<file path="config.mk">
export PLATFORM = sky130hd
export DESIGN_NAME = led_matrix_bitplane_scan_driver_flat
export DESIGN_NICKNAME = d
export VERILOG_FILES = /design/src/hw/rtl/ledbcm_pkg.sv /design/src/hw/rtl/ledbcm_stream_if.sv /design/src/hw/rtl/led_matrix_bitplane_scan_driver.sv /design/src/hw/rtl/ledbcm_pixel_store.sv /design/src/hw/rtl/ledbcm_on_time.sv /design/src/flat_wrapper.sv
export SDC_FILE = /design/constraint.sdc
export NUM_CORES = 2
export LEC_CHECK = 0
export BUFFER_PORTS_ARGS = -buffer_cell sky130_fd_sc_hd__buf_4
export CORE_MARGIN = 5
export CORE_UTILIZATION = 30
export CTS_BUF_LIST = sky130_fd_sc_hd__clkbuf_8
export DETAILED_ROUTE_END_ITERATION = 12
export HOLD_SLACK_MARGIN = 0.06
export SLEW_MARGIN = 20
export SYNTH_ARGS = -nofsm -noshare
export SYNTH_HDL_FRONTEND = slang
export SYNTH_SLANG_ARGS = --single-unit
</file>
<file path="constraint.sdc">
create_clock -name clk -period 8.1 [get_ports clk]
set_clock_uncertainty 0.2 [all_clocks]
set_input_delay 1.62 -clock clk [delete_from_list [all_inputs] [get_ports clk]]
set_output_delay 1.62 -clock clk [all_outputs]
set_load 0.05 [all_outputs]
</file>
<file path="src/hw/rtl/ledbcm_pkg.sv">
`timescale 1ns / 1ps
// ----------------------------------------------------------------------------
// ledbcm_pkg
// Shared widths, codes, types and helper functions of the bit-plane driver.
// ----------------------------------------------------------------------------
package ledbcm_pkg;

    localparam int SIDE        = 16;
    localparam int LANES       = 8;
    localparam int ROWS        = (SIDE * SIDE) / LANES;
    localparam int ROW_W       = $clog2(ROWS);
    localparam int LANE_W      = $clog2(LANES);
    localparam int COORD_W     = $clog2(SIDE);
    localparam int LED_W       = ROW_W + LANE_W;
    localparam int LEVEL_W     = 8;
    localparam int ROW_BITS    = LANES * LEVEL_W;
    localparam int TIME_W      = 11;
    localparam int BRIGHT_W    = 8;
    localparam int PROD_W      = TIME_W + BRIGHT_W;
    localparam int QUOT_W      = TIME_W + 1;
    localparam int RESID_W     = 10;
    localparam int PLANE_W     = 2;
    localparam int PLANE_SLOTS = 4;
    localparam int MODE_W      = 2;
    localparam int CFG_IDX_W   = 3;
    localparam int CFG_DATA_W  = 11;

    localparam int PLANE_COUNT_DEF = 4;

    localparam logic [BRIGHT_W-1:0] BRIGHT_MAX = 8'd255;

    localparam logic [MODE_W-1:0] MODE_WRITE   = 2'd0;
    localparam logic [MODE_W-1:0] MODE_FILL    = 2'd1;
    localparam logic [MODE_W-1:0] MODE_REFRESH = 2'd2;

    localparam logic [CFG_IDX_W-1:0] CFG_LEVEL_ONE   = 3'd0;
    localparam logic [CFG_IDX_W-1:0] CFG_LEVEL_TWO   = 3'd1;
    localparam logic [CFG_IDX_W-1:0] CFG_LEVEL_THREE = 3'd2;
    localparam logic [CFG_IDX_W-1:0] CFG_BRIGHTNESS  = 3'd3;
    localparam logic [CFG_IDX_W-1:0] CFG_TIME_ZERO   = 3'd4;
    localparam logic [CFG_IDX_W-1:0] CFG_TIME_ONE    = 3'd5;
    localparam logic [CFG_IDX_W-1:0] CFG_TIME_TWO    = 3'd6;
    localparam logic [CFG_IDX_W-1:0] CFG_TIME_THREE  = 3'd7;

    localparam logic [LEVEL_W-1:0]  LEVEL_ONE_RST   = 8'd3;
    localparam logic [LEVEL_W-1:0]  LEVEL_TWO_RST   = 8'd7;
    localparam logic [LEVEL_W-1:0]  LEVEL_THREE_RST = 8'd15;
    localparam logic [BRIGHT_W-1:0] BRIGHT_RST      = 8'd255;
    localparam logic [TIME_W-1:0]   TIME_ZERO_RST   = 11'd50;
    localparam logic [TIME_W-1:0]   TIME_ONE_RST    = 11'd100;
    localparam logic [TIME_W-1:0]   TIME_TWO_RST    = 11'd200;
    localparam logic [TIME_W-1:0]   TIME_THREE_RST  = 11'd400;

    typedef enum logic [1:0] {
        ST_IDLE,
        ST_WR_READ,
        ST_WR_MERGE,
        ST_SCAN
    } drv_state_t;

    typedef enum logic [1:0] {
        OT_IDLE,
        OT_ESTIMATE,
        OT_CORRECT
    } ot_phase_t;

    typedef struct packed {
        logic                rd_en;
        logic [ROW_W-1:0]    rd_addr;
        logic                wr_en;
        logic [ROW_W-1:0]    wr_addr;
        logic [ROW_BITS-1:0] wr_data;
        logic                fill_en;
        logic [LEVEL_W-1:0]  fill_level;
    } pix_ctrl_t;

    function automatic logic [LEVEL_W-1:0] quantize(
        input logic [LEVEL_W-1:0] v,
        input logic [LEVEL_W-1:0] l1,
        input logic [LEVEL_W-1:0] l2,
        input logic [LEVEL_W-1:0] l3
    );
        logic [LEVEL_W-1:0] q;
        begin
            if (v == '0)
                q = '0;
            else if (v <= l1)
                q = l1;
            else if (v <= l2)
                q = l2;
            else
                q = l3;
            return q;
        end
    endfunction

    // Panel wiring: row pairs form 32-LED bands, each half a 16-LED serpentine.
    function automatic logic [LED_W-1:0] led_of(
        input logic [COORD_W-1:0] r,
        input logic [COORD_W-1:0] c
    );
        logic [2:0] pair;
        logic       odd;
        logic       right;
        logic       b0;
        logic [2:0] cm;
        begin
            pair  = r[3:1];
            odd   = r[0];
            right = c[3];
            cm    = c[2:0];
            b0    = ~(pair[0] ^ right);
            return {pair, b0, odd, (odd ? cm : ~cm)};
        end
    endfunction

endpackage

</file>
<file path="src/hw/rtl/ledbcm_stream_if.sv">
`timescale 1ns / 1ps
// ----------------------------------------------------------------------------
// ledbcm_stream_if
// Valid/ready channels for pixel commands and shift beats.
// ----------------------------------------------------------------------------
interface ledbcm_in_if;
    import ledbcm_pkg::*;

    logic               valid;
    logic               ready;
    logic [MODE_W-1:0]  mode;
    logic [COORD_W-1:0] row;
    logic [COORD_W-1:0] col;
    logic [LEVEL_W-1:0] value;

    modport source (output valid, output mode, output row, output col, output value,
                    input ready);
    modport sink   (input valid, input mode, input row, input col, input value,
                    output ready);
endinterface

interface ledbcm_out_if;
    import ledbcm_pkg::*;

    logic               valid;
    logic               ready;
    logic [7:0]         shift_byte;
    logic [PLANE_W-1:0] plane_number;
    logic               last_byte;
    logic [TIME_W-1:0]  on_time_us;

    modport source (output valid, output shift_byte, output plane_number,
                    output last_byte, output on_time_us, input ready);
    modport sink   (input valid, input shift_byte, input plane_number,
                    input last_byte, input on_time_us, output ready);
endinterface

</file>
<file path="src/hw/rtl/led_matrix_bitplane_scan_driver.sv">
`timescale 1ns / 1ps
// ----------------------------------------------------------------------------
// led_matrix_bitplane_scan_driver
// 16x16 LED matrix bit-plane driver: quantized pixel store, refresh scan
// emitting 32 shift beats per plane through the panel wiring.
// Pixel write: accept, row read, then merge and write back.
// Fill: row valid bits clear, fill level taken by all rows.
// Refresh: one beat per cycle while the output is not stalled, one memory
//   row read per beat; the last beat also waits for the on-time result.
// Reset: registers take their defaults, pixels read as 0, plane 0; no sweep.
// ----------------------------------------------------------------------------
module led_matrix_bitplane_scan_driver #(
    parameter int PLANE_COUNT = ledbcm_pkg::PLANE_COUNT_DEF
) (
    input  logic                                 clk,
    input  logic                                 rst_n,
    input  logic                                 cfg_write,
    input  logic [ledbcm_pkg::CFG_IDX_W-1:0]     cfg_index,
    input  logic [ledbcm_pkg::CFG_DATA_W-1:0]    cfg_data,
    ledbcm_in_if.sink                            pixel_in,
    ledbcm_out_if.source                         plane_out
);
    import ledbcm_pkg::*;

    logic [LEVEL_W-1:0]  level_one_reg;
    logic [LEVEL_W-1:0]  level_two_reg;
    logic [LEVEL_W-1:0]  level_three_reg;
    logic [BRIGHT_W-1:0] brightness_reg;
    logic [TIME_W-1:0]   plane_time_reg [PLANE_SLOTS];

    drv_state_t          state_reg, state_next;
    logic [PLANE_W-1:0]  plane_reg, plane_next;
    logic [LED_W-1:0]    wr_led_reg, wr_led_next;
    logic [LEVEL_W-1:0]  wr_level_reg, wr_level_next;
    logic [ROW_W-1:0]    scan_addr_reg, scan_addr_next;
    logic                issue_done_reg, issue_done_next;
    logic                pend_reg, pend_next;
    logic [ROW_W-1:0]    pend_idx_reg, pend_idx_next;

    logic                out_valid_reg, out_valid_next;
    logic [7:0]          out_byte_reg;
    logic [PLANE_W-1:0]  out_plane_reg;
    logic                out_last_reg;
    logic [TIME_W-1:0]   out_time_reg;

    pix_ctrl_t           ctrl;
    logic [ROW_BITS-1:0] rd_row;
    logic [ROW_BITS-1:0] merged_row;
    logic [7:0]          scan_byte;
    logic [LEVEL_W-1:0]  threshold;
    logic                out_free;
    logic                load;
    logic                load_last;
    logic                issue;
    logic                ot_start;
    logic                ot_done;
    logic [TIME_W-1:0]   ot_value;

    ledbcm_pixel_store u_store (
        .clk    (clk),
        .rst_n  (rst_n),
        .ctrl   (ctrl),
        .rd_row (rd_row)
    );

    ledbcm_on_time u_on_time (
        .clk        (clk),
        .rst_n      (rst_n),
        .start      (ot_start),
        .plane_time (plane_time_reg[plane_reg]),
        .brightness (brightness_reg),
        .on_time    (ot_value),
        .done       (ot_done)
    );

    always_ff @(posedge clk or negedge rst_n)
    begin
        if (!rst_n)
        begin
            level_one_reg     <= LEVEL_ONE_RST;
            level_two_reg     <= LEVEL_TWO_RST;
            level_three_reg   <= LEVEL_THREE_RST;
            brightness_reg    <= BRIGHT_RST;
            plane_time_reg[0] <= TIME_ZERO_RST;
            plane_time_reg[1] <= TIME_ONE_RST;
            plane_time_reg[2] <= TIME_TWO_RST;
            plane_time_reg[3] <= TIME_THREE_RST;
        end
        else if (cfg_write)
        begin
            case (cfg_index)
                CFG_LEVEL_ONE:   level_one_reg     <= cfg_data[LEVEL_W-1:0];
                CFG_LEVEL_TWO:   level_two_reg     <= cfg_data[LEVEL_W-1:0];
                CFG_LEVEL_THREE: level_three_reg   <= cfg_data[LEVEL_W-1:0];
                CFG_BRIGHTNESS:  brightness_reg    <= cfg_data[BRIGHT_W-1:0];
                CFG_TIME_ZERO:   plane_time_reg[0] <= cfg_data[TIME_W-1:0];
                CFG_TIME_ONE:    plane_time_reg[1] <= cfg_data[TIME_W-1:0];
                CFG_TIME_TWO:    plane_time_reg[2] <= cfg_data[TIME_W-1:0];
                CFG_TIME_THREE:  plane_time_reg[3] <= cfg_data[TIME_W-1:0];
                default:
                begin
                end
            endcase
        end
    end

    // Row merge for a pixel write, plane thresholding for a scan beat
    assign threshold = LEVEL_W'(1) << plane_reg;

    always_comb
    begin
        merged_row = rd_row;
        for (int i = 0; i < LANES; i++)
        begin
            if (wr_led_reg[LANE_W-1:0] == LANE_W'(i))
            begin
                merged_row[i*LEVEL_W +: LEVEL_W] = wr_level_reg;
            end
            scan_byte[LANES-1-i] = (rd_row[i*LEVEL_W +: LEVEL_W] >= threshold);
        end
    end

    assign out_free  = !out_valid_reg || plane_out.ready;
    assign load_last = (pend_idx_reg == ROW_W'(ROWS - 1));
    assign load      = (state_reg == ST_SCAN) && pend_reg && out_free
                       && (!load_last || ot_done);
    assign issue     = (state_reg == ST_SCAN) && !issue_done_reg && (!pend_reg || load);

    assign pixel_in.ready = (state_reg == ST_IDLE);

    always_comb
    begin
        state_next      = state_reg;
        plane_next      = plane_reg;
        wr_led_next     = wr_led_reg;
        wr_level_next   = wr_level_reg;
        scan_addr_next  = scan_addr_reg;
        issue_done_next = issue_done_reg;
        pend_next       = pend_reg;
        pend_idx_next   = pend_idx_reg;
        ot_start        = 1'b0;
        ctrl            = '0;
        case (state_reg)
            ST_IDLE:
            begin
                if (pixel_in.valid)
                begin
                    case (pixel_in.mode)
                        MODE_WRITE:
                        begin
                            wr_led_next   = led_of(pixel_in.row, pixel_in.col);
                            wr_level_next = quantize(pixel_in.value, level_one_reg,
                                                     level_two_reg, level_three_reg);
                            state_next    = ST_WR_READ;
                        end
                        MODE_FILL:
                        begin
                            ctrl.fill_en    = 1'b1;
                            ctrl.fill_level = quantize(pixel_in.value, level_one_reg,
                                                       level_two_reg, level_three_reg);
                        end
                        MODE_REFRESH:
                        begin
                            ot_start        = 1'b1;
                            scan_addr_next  = '0;
                            issue_done_next = 1'b0;
                            pend_next       = 1'b0;
                            state_next      = ST_SCAN;
                        end
                        default:
                        begin
                        end
                    endcase
                end
            end
            ST_WR_READ:
            begin
                ctrl.rd_en   = 1'b1;
                ctrl.rd_addr = wr_led_reg[LED_W-1:LANE_W];
                state_next   = ST_WR_MERGE;
            end
            ST_WR_MERGE:
            begin
                ctrl.wr_en   = 1'b1;
                ctrl.wr_addr = wr_led_reg[LED_W-1:LANE_W];
                ctrl.wr_data = merged_row;
                state_next   = ST_IDLE;
            end
            ST_SCAN:
            begin
                if (issue)
                begin
                    ctrl.rd_en     = 1'b1;
                    ctrl.rd_addr   = scan_addr_reg;
                    scan_addr_next = scan_addr_reg + 1'b1;
                    pend_next      = 1'b1;
                    pend_idx_next  = scan_addr_reg;
                    if (scan_addr_reg == ROW_W'(ROWS - 1))
                    begin
                        issue_done_next = 1'b1;
                    end
                end
                else if (load)
                begin
                    pend_next = 1'b0;
                end
                if (issue_done_reg && !pend_reg)
                begin
                    state_next = ST_IDLE;
                    plane_next = (plane_reg == PLANE_W'(PLANE_COUNT - 1)) ?
                                 '0 : plane_reg + 1'b1;
                end
            end
            default:
            begin
                state_next = ST_IDLE;
            end
        endcase
    end

    always_comb
    begin
        out_valid_next = out_valid_reg;
        if (load)
            out_valid_next = 1'b1;
        else if (plane_out.ready)
            out_valid_next = 1'b0;
    end

    always_ff @(posedge clk or negedge rst_n)
    begin
        if (!rst_n)
        begin
            state_reg      <= ST_IDLE;
            plane_reg      <= '0;
            issue_done_reg <= 1'b0;
            pend_reg       <= 1'b0;
            out_valid_reg  <= 1'b0;
        end
        else
        begin
            state_reg      <= state_next;
            plane_reg      <= plane_next;
            issue_done_reg <= issue_done_next;
            pend_reg       <= pend_next;
            out_valid_reg  <= out_valid_next;
        end
    end

    always_ff @(posedge clk)
    begin
        wr_led_reg    <= wr_led_next;
        wr_level_reg  <= wr_level_next;
        scan_addr_reg <= scan_addr_next;
        pend_idx_reg  <= pend_idx_next;
        if (load)
        begin
            out_byte_reg  <= scan_byte;
            out_plane_reg <= plane_reg;
            out_last_reg  <= load_last;
            out_time_reg  <= load_last ? ot_value : '0;
        end
    end

    assign plane_out.valid        = out_valid_reg;
    assign plane_out.shift_byte   = out_byte_reg;
    assign plane_out.plane_number = out_plane_reg;
    assign plane_out.last_byte    = out_last_reg;
    assign plane_out.on_time_us   = out_time_reg;

    a_refresh_enters_scan: assert property (@(posedge clk) disable iff (!rst_n)
        (pixel_in.valid && pixel_in.ready && pixel_in.mode == MODE_REFRESH)
        |=> (state_reg == ST_SCAN))
        else $error("refresh beat did not start a scan");

    a_plane_range: assert property (@(posedge clk) disable iff (!rst_n)
        plane_reg <= PLANE_W'(PLANE_COUNT - 1))
        else $error("plane index out of range");

    a_no_pending_outside_scan: assert property (@(posedge clk) disable iff (!rst_n)
        (state_reg != ST_SCAN) |-> !pend_reg)
        else $error("row pending outside a scan");

    a_plane_advance: assert property (@(posedge clk) disable iff (!rst_n)
        ($past(state_reg) == ST_SCAN && state_reg == ST_IDLE)
        |-> (plane_reg == (($past(plane_reg) == PLANE_W'(PLANE_COUNT - 1)) ?
                           PLANE_W'(0) : PLANE_W'($past(plane_reg) + 1'b1))))
        else $error("plane index did not advance after a scan");

    a_time_only_on_last: assert property (@(posedge clk) disable iff (!rst_n)
        (plane_out.valid && !plane_out.last_byte) |-> (plane_out.on_time_us == '0))
        else $error("on time shown on a beat other than the last");

endmodule

</file>
<file path="src/hw/rtl/ledbcm_pixel_store.sv">
`timescale 1ns / 1ps
// ----------------------------------------------------------------------------
// ledbcm_pixel_store
// Pixel level memory, one row per shift byte, with row valid bits and a
// fill level returned for rows not written since reset or the last fill.
// ----------------------------------------------------------------------------
module ledbcm_pixel_store (
    input  logic                                clk,
    input  logic                                rst_n,
    input  ledbcm_pkg::pix_ctrl_t               ctrl,
    output logic [ledbcm_pkg::ROW_BITS-1:0]     rd_row
);
    import ledbcm_pkg::*;

    logic [ROW_BITS-1:0] mem [ROWS];
    logic [ROW_BITS-1:0] mem_q;
    logic [ROWS-1:0]     valid_reg;
    logic [LEVEL_W-1:0]  fill_reg;
    logic                hit_reg;

    always_ff @(posedge clk)
    begin
        if (ctrl.wr_en)
        begin
            mem[ctrl.wr_addr] <= ctrl.wr_data;
        end
        if (ctrl.rd_en)
        begin
            mem_q <= mem[ctrl.rd_addr];
        end
    end

    always_ff @(posedge clk or negedge rst_n)
    begin
        if (!rst_n)
        begin
            valid_reg <= '0;
            fill_reg  <= '0;
            hit_reg   <= 1'b0;
        end
        else
        begin
            if (ctrl.fill_en)
            begin
                valid_reg <= '0;
                fill_reg  <= ctrl.fill_level;
            end
            else if (ctrl.wr_en)
            begin
                valid_reg[ctrl.wr_addr] <= 1'b1;
            end
            if (ctrl.rd_en)
            begin
                hit_reg <= valid_reg[ctrl.rd_addr];
            end
        end
    end

    assign rd_row = hit_reg ? mem_q : {LANES{fill_reg}};

endmodule

</file>
<file path="src/hw/rtl/ledbcm_on_time.sv">
`timescale 1ns / 1ps
// ----------------------------------------------------------------------------
// ledbcm_on_time
// Output-enable time: plane_time * brightness / 255 by reciprocal estimate
// and compare-subtract correction.
// ----------------------------------------------------------------------------
module ledbcm_on_time (
    input  logic                                clk,
    input  logic                                rst_n,
    input  logic                                start,
    input  logic [ledbcm_pkg::TIME_W-1:0]       plane_time,
    input  logic [ledbcm_pkg::BRIGHT_W-1:0]     brightness,
    output logic [ledbcm_pkg::TIME_W-1:0]       on_time,
    output logic                                done
);
    import ledbcm_pkg::*;

    ot_phase_t            phase_reg, phase_next;
    logic                 done_reg, done_next;
    logic [PROD_W-1:0]    prod_reg, prod_next;
    logic [QUOT_W-1:0]    quot_reg, quot_next;
    logic [RESID_W-1:0]   resid_reg, resid_next;
    logic [PROD_W+8:0]    scaled;
    logic [QUOT_W-1:0]    est;
    logic [PROD_W:0]      resid_full;

    // x * 257 / 65536 never overshoots x / 255 and falls short by at most two
    assign scaled     = {9'd0, prod_reg} + {1'b0, prod_reg, 8'd0};
    assign est        = scaled[PROD_W+8:16];
    assign resid_full = {1'b0, prod_reg} - {est, 8'd0} + (PROD_W+1)'(est);

    always_comb
    begin
        phase_next = phase_reg;
        done_next  = done_reg;
        prod_next  = prod_reg;
        quot_next  = quot_reg;
        resid_next = resid_reg;
        if (start)
        begin
            prod_next  = {8'd0, plane_time} * {11'd0, brightness};
            done_next  = 1'b0;
            phase_next = OT_ESTIMATE;
        end
        else
        begin
            case (phase_reg)
                OT_IDLE:
                begin
                end
                OT_ESTIMATE:
                begin
                    quot_next  = est;
                    resid_next = resid_full[RESID_W-1:0];
                    phase_next = OT_CORRECT;
                end
                OT_CORRECT:
                begin
                    if (resid_reg >= RESID_W'(BRIGHT_MAX))
                    begin
                        quot_next  = quot_reg + 1'b1;
                        resid_next = resid_reg - RESID_W'(BRIGHT_MAX);
                    end
                    else
                    begin
                        done_next  = 1'b1;
                        phase_next = OT_IDLE;
                    end
                end
                default:
                begin
                    phase_next = OT_IDLE;
                end
            endcase
        end
    end

    always_ff @(posedge clk or negedge rst_n)
    begin
        if (!rst_n)
        begin
            phase_reg <= OT_IDLE;
            done_reg  <= 1'b0;
        end
        else
        begin
            phase_reg <= phase_next;
            done_reg  <= done_next;
        end
    end

    always_ff @(posedge clk)
    begin
        prod_reg  <= prod_next;
        quot_reg  <= quot_next;
        resid_reg <= resid_next;
    end

    assign on_time = quot_reg[TIME_W-1:0];
    assign done    = done_reg;

endmodule

</file>
<file path="src/flat_wrapper.sv">
// flat-port wrapper written by rule: the top's interface ports become plain ports
module led_matrix_bitplane_scan_driver_flat import ledbcm_pkg::*;
#(
    parameter int PLANE_COUNT = ledbcm_pkg::PLANE_COUNT_DEF
)
  (clk, rst_n, cfg_write, cfg_index, cfg_data, pixel_in_valid, pixel_in_mode, pixel_in_row, pixel_in_col, pixel_in_value, pixel_in_ready, plane_out_valid, plane_out_shift_byte, plane_out_plane_number, plane_out_last_byte, plane_out_on_time_us, plane_out_ready);
  ledbcm_in_if pixel_in_i ();
  ledbcm_out_if plane_out_i ();
  input  logic clk;
  input  logic rst_n;
  input  logic cfg_write;
  input  logic [ledbcm_pkg::CFG_IDX_W-1:0] cfg_index;
  input  logic [ledbcm_pkg::CFG_DATA_W-1:0] cfg_data;
  input wire logic [$bits(pixel_in_i.valid)-1:0] pixel_in_valid;
  input wire logic [$bits(pixel_in_i.mode)-1:0] pixel_in_mode;
  input wire logic [$bits(pixel_in_i.row)-1:0] pixel_in_row;
  input wire logic [$bits(pixel_in_i.col)-1:0] pixel_in_col;
  input wire logic [$bits(pixel_in_i.value)-1:0] pixel_in_value;
  output wire logic [$bits(pixel_in_i.ready)-1:0] pixel_in_ready;
  output wire logic [$bits(plane_out_i.valid)-1:0] plane_out_valid;
  output wire logic [$bits(plane_out_i.shift_byte)-1:0] plane_out_shift_byte;
  output wire logic [$bits(plane_out_i.plane_number)-1:0] plane_out_plane_number;
  output wire logic [$bits(plane_out_i.last_byte)-1:0] plane_out_last_byte;
  output wire logic [$bits(plane_out_i.on_time_us)-1:0] plane_out_on_time_us;
  input wire logic [$bits(plane_out_i.ready)-1:0] plane_out_ready;
  assign pixel_in_i.valid = pixel_in_valid;
  assign pixel_in_i.mode = pixel_in_mode;
  assign pixel_in_i.row = pixel_in_row;
  assign pixel_in_i.col = pixel_in_col;
  assign pixel_in_i.value = pixel_in_value;
  assign pixel_in_ready = pixel_in_i.ready;
  assign plane_out_valid = plane_out_i.valid;
  assign plane_out_shift_byte = plane_out_i.shift_byte;
  assign plane_out_plane_number = plane_out_i.plane_number;
  assign plane_out_last_byte = plane_out_i.last_byte;
  assign plane_out_on_time_us = plane_out_i.on_time_us;
  assign plane_out_i.ready = plane_out_ready;
  led_matrix_bitplane_scan_driver #(.PLANE_COUNT(PLANE_COUNT)) u_core (.clk(clk), .rst_n(rst_n), .cfg_write(cfg_write), .cfg_index(cfg_index), .cfg_data(cfg_data), .pixel_in(pixel_in_i), .plane_out(plane_out_i));
endmodule
</file>
==> impl_metrics.env <==
export IMPL_avgRoutedWirePerCell_um=24.89
export IMPL_tritoncts="yes"
export IMPL_final_min_period_over_clock_period=0.7322
export IMPL_cts_max_level=5
export IMPL_ys_seq_area_frac=0.7001
export IMPL_critical_path_cell_chain="mux4_2, and2_1, fa_1, inv_1, fa_1, inv_1, fa_1, inv_1, fa_1, inv_1, ha_1, o21ai_0, nand2b_1, a31oi_1, o211ai_1, a2111o_1, o311ai_0"
export IMPL_grt_ovfl_total=0
export IMPL_first_iter_violations=8348
export IMPL_placed_cell_area_um2=105400
export IMPL_syn_inst=7655
export IMPL_crit_path_kind="flop to flop"
export IMPL_power_density_nw_per_um2=353.8
export IMPL_synthTopCellsByArea="sky130_fd_sc_hd__edfxtp_1 (67%), sky130_fd_sc_hd__nand2_1 (6.9%), sky130_fd_sc_hd__nand3_1 (4.1%)"
export IMPL_min_delay_path_class="flop to flop"
export IMPL_rsz_0062_raised_after_global_routing="no"
export IMPL_routed_antenna_nets=0
export IMPL_synth_async_reset_ratio=0.05458
export IMPL_grt_first_pass_wirelength_um=446100
export IMPL_ctsRootBufferMaster="sky130_fd_sc_hd__clkbuf_8"
export IMPL_cp_slowest_cell="sky130_fd_sc_hd__dfrtp_1"
export IMPL_setup_tns_after_final_layout_ps=0
export IMPL_final_hold_worst_slack_ps=284.9
export IMPL_synth_xor_area_share=0.004691
export IMPL_complex_gate_fraction_of_the_synthesized_area=0.08705
export IMPL_synth_edff_count=2200
export IMPL_synth_area_um2=98950
export IMPL_setup_violations=0
export IMPL_cpLargestDelayFamily="adder cells"
export IMPL_synth_ff_latch_count=2327
export IMPL_global_placer_s_final_weighted_congestion=0.8057
export IMPL_die_height_um=584.3
export IMPL_postSynth_topFlopCell="sky130_fd_sc_hd__edfxtp_1"
export IMPL_finalHoldViolCount=0
export IMPL_vias_in_the_first_global_route=64960
export IMPL_route_detailed_vias_per_inst=5.406
export IMPL_finalNonFillerCells=12400
export IMPL_worstPathRequired_ps=8700
export IMPL_largest_register_ff_count=2048
export IMPL_drv_max_cap_violation_count=0
export IMPL_grt_max_degree=183
export IMPL_top_area_cell_type_share_of_the_netlist_area=0.6676
export IMPL_timing_fmax_mhz=168.6
export IMPL_synthDistinctLibCells=74
export IMPL_drc=0
export IMPL_syn_num_nets=7872
export IMPL_die_area_um2=341400
export IMPL_num_vias=67040
export IMPL_placed_cells_incl_taps=11700
export IMPL_detailedRoute_firstPassIterationCount=8
export IMPL_synth_yosys_warnings=0
export IMPL_worst_skew_pair_late_latency_ps=990
export IMPL_dominant_combinational_cell_family_by_area_after_synthesis="simple AND/OR/NAND/NOR gates"
export IMPL_timing_critical_path_fanout_max=17
export IMPL_worst_path_largest_cell_delay_ps=910
export IMPL_cts_num_sinks=2327
export IMPL_worstMarginPinSlew_ps=1155
export IMPL_outcome="complete, no violations"
export IMPL_cp_end_kind="flop"
export IMPL_worst_slew_margin_rel=0.2290
export IMPL_die_width_um=584.3
export IMPL_cell_area_after_layout_um2=112300
export IMPL_layout_nets=7967
export IMPL_place_detailed_hpwl_um=151300
export IMPL_synth_simple_gate_area_share=0.1422
export IMPL_fp_row_count=210
export IMPL_number_of_fill_cells=31820
export IMPL_ioPinCount=61
export IMPL_areaGrowthSynthToFinish_pct=13.48
export IMPL_hold_buffers=0
export IMPL_synth_largest_area_cell="sky130_fd_sc_hd__edfxtp_1"
export IMPL_cts_setup_buffers=0
export IMPL_slew_viol_final=0
export IMPL_maximum_resistive_drop_on_vdd_uv=315.8
export IMPL_number_of_antenna_violations_at_the_first_check_in_global_routing=9
export IMPL_layout_cells_most_common="sky130_fd_sc_hd__edfxtp_1"
export IMPL_multi_input_area_um2=27520
export IMPL_final_cell_mix="sky130_fd_sc_hd__edfxtp_1 (2,200), sky130_fd_sc_hd__nand2_1 (1,827), sky130_fd_sc_hd__nand3_1 (804)"
export IMPL_start_kind="flop"
export IMPL_placement_io_buffers=60
export IMPL_r2r_setup_slack_ps=2170
export IMPL_cts_resized_gates=0
export IMPL_max_clock_path_buffers=4
export IMPL_aggregate_routed_wire_length_um=308700
export IMPL_finalWorstPathRequiredPeriod_ps=5931
export IMPL_yosys_area_share_adder=0.02693
export IMPL_drive_above_1_share=0.1187
export IMPL_synthesis_area_per_instance_um2=12.93
export IMPL_data_arrival_at_the_endpoint_of_the_critical_path_ps=6530
export IMPL_cts_reportedPaths_clkPinSlew_ps=60
export IMPL_worst_path_buf_inv=4
export IMPL_core_area_um2=327900
export IMPL_p_leak_nw=39.17
export IMPL_post_synth_mux_area_share=0.008965
export IMPL_track_usage=0.1735
export IMPL_initial_utilization=0.3018
export IMPL_regArea_um2=69280
export IMPL_numCtsBuffers=382
[tightest hold or removal path, cell delays in order (launching register included)]
cell and delay [ps]:
sky130_fd_sc_hd__dfrtp_1 340, sky130_fd_sc_hd__nand2_1 50, sky130_fd_sc_hd__o41ai_1 60
[cells by family (layout without fill, tap and decap cells)]
| kind of cell | after synthesis | in the layout |
|---|---|---|
| buffers and inverters | 717 | 1107 |
| xor gates and xnor gates | 53 | 53 |
| AOI/OAI and AO/OA | 1112 | 1112 |
| and+or+nand+nor | 3198 | 3198 |
| muxes | 68 | 68 |
| adders and majority gates | 180 | 180 |
| other | 0 | 10 |
| DFF | 2327 | 2327 |
[where the power goes]
part	internal, mW	switching [mW]
clock network	4.71	4.70
logic	4.59	9.68
registers	15.5	0.497
total	24.8	14.9
[metrics by stage]
stage	worst slack, ps	total power [mW]	util
detailed placement	2071	30.37	0.3213
global placement	2016	30.14	0.3211
finish	2169	39.72	0.3424
floorplan	2377	25.64	-
global route	1701	41.84	0.3424
CTS	2087	39.77	0.3420
[worst paths after layout]
| path | endpoint | startpoint | cells after the start |
|---|---|---|---|
| hold / removal | u_core.u_store.fill_reg[1]$_DFFE_PN0P_ | u_core.u_store.fill_reg[1]$_DFFE_PN0P_ | 2 |
| setup reg to reg | u_core.u_on_time.prod_reg[17]$_DFFE_PP_ | u_core.plane_reg[0]$_DFFE_PN0P_ | 17 |
| setup / recovery | u_core.u_on_time.prod_reg[17]$_DFFE_PP_ | u_core.plane_reg[0]$_DFFE_PN0P_ | 17 |
| hold reg to reg | u_core.u_store.fill_reg[1]$_DFFE_PN0P_ | u_core.u_store.fill_reg[1]$_DFFE_PN0P_ | 2 |
| min in group asynchronous | u_core.plane_time_reg[22]$_DFFE_PN0P_ | rst_n | 1 |
| max in group asynchronous | u_core.u_store.hit_reg$_DFFE_PN0P_ | rst_n | 2 |
[final cells by class]
type | instances | share of cell area
Clock inverter | 283 | 0.01195
Tap cell | 4346 | 0.04843
Multi-Input combinational cell | 4611 | 0.2450
Clock buffer | 396 | 0.04854
Antenna cell | 10 | 0.0002229
Sequential cell | 2327 | 0.6170
Inverter | 146 | 0.004925
Timing Repair Buffer | 282 | 0.02388
[synth_stat cells (40+ instances only)]
| library cell | n |
|---|---|
| sky130_fd_sc_hd__a21oi_1 | 165 |
| sky130_fd_sc_hd__clkbuf_1 | 388 |
| sky130_fd_sc_hd__a21o_1 | 76 |
| sky130_fd_sc_hd__fa_1 | 55 |
| sky130_fd_sc_hd__a311oi_1 | 412 |
| sky130_fd_sc_hd__a211oi_1 | 40 |
| sky130_fd_sc_hd__ha_1 | 125 |
| sky130_fd_sc_hd__mux2_2 | 55 |
| sky130_fd_sc_hd__dfrtp_1 | 98 |
| sky130_fd_sc_hd__edfxtp_1 | 2200 |
| sky130_fd_sc_hd__buf_2 | 112 |
| sky130_fd_sc_hd__o21a_1 | 40 |
| sky130_fd_sc_hd__nor2_1 | 152 |
| sky130_fd_sc_hd__nand3_1 | 804 |
| sky130_fd_sc_hd__inv_1 | 144 |
| sky130_fd_sc_hd__and2_1 | 94 |
| sky130_fd_sc_hd__o21ai_0 | 59 |
| sky130_fd_sc_hd__a31oi_1 | 69 |
| sky130_fd_sc_hd__nand2_1 | 1827 |
| sky130_fd_sc_hd__buf_1 | 48 |
| sky130_fd_sc_hd__a2111oi_0 | 194 |
| sky130_fd_sc_hd__and3_1 | 209 |
[per-layer routing]
| layer | wire (µm) | part of all wire | global-route usage |
|---|---|---|---|
| met5 | 34 | 0.00011 | 0 |
| met4 | 11700 | 0.038 | 0.06315 |
| met3 | 30570 | 0.099 | 0.03199 |
| met2 | 143000 | 0.46 | 0.2804 |
| met1 | 123400 | 0.40 | 0.2336 |
Note: power is estimated with default switching activity, not from simulation.
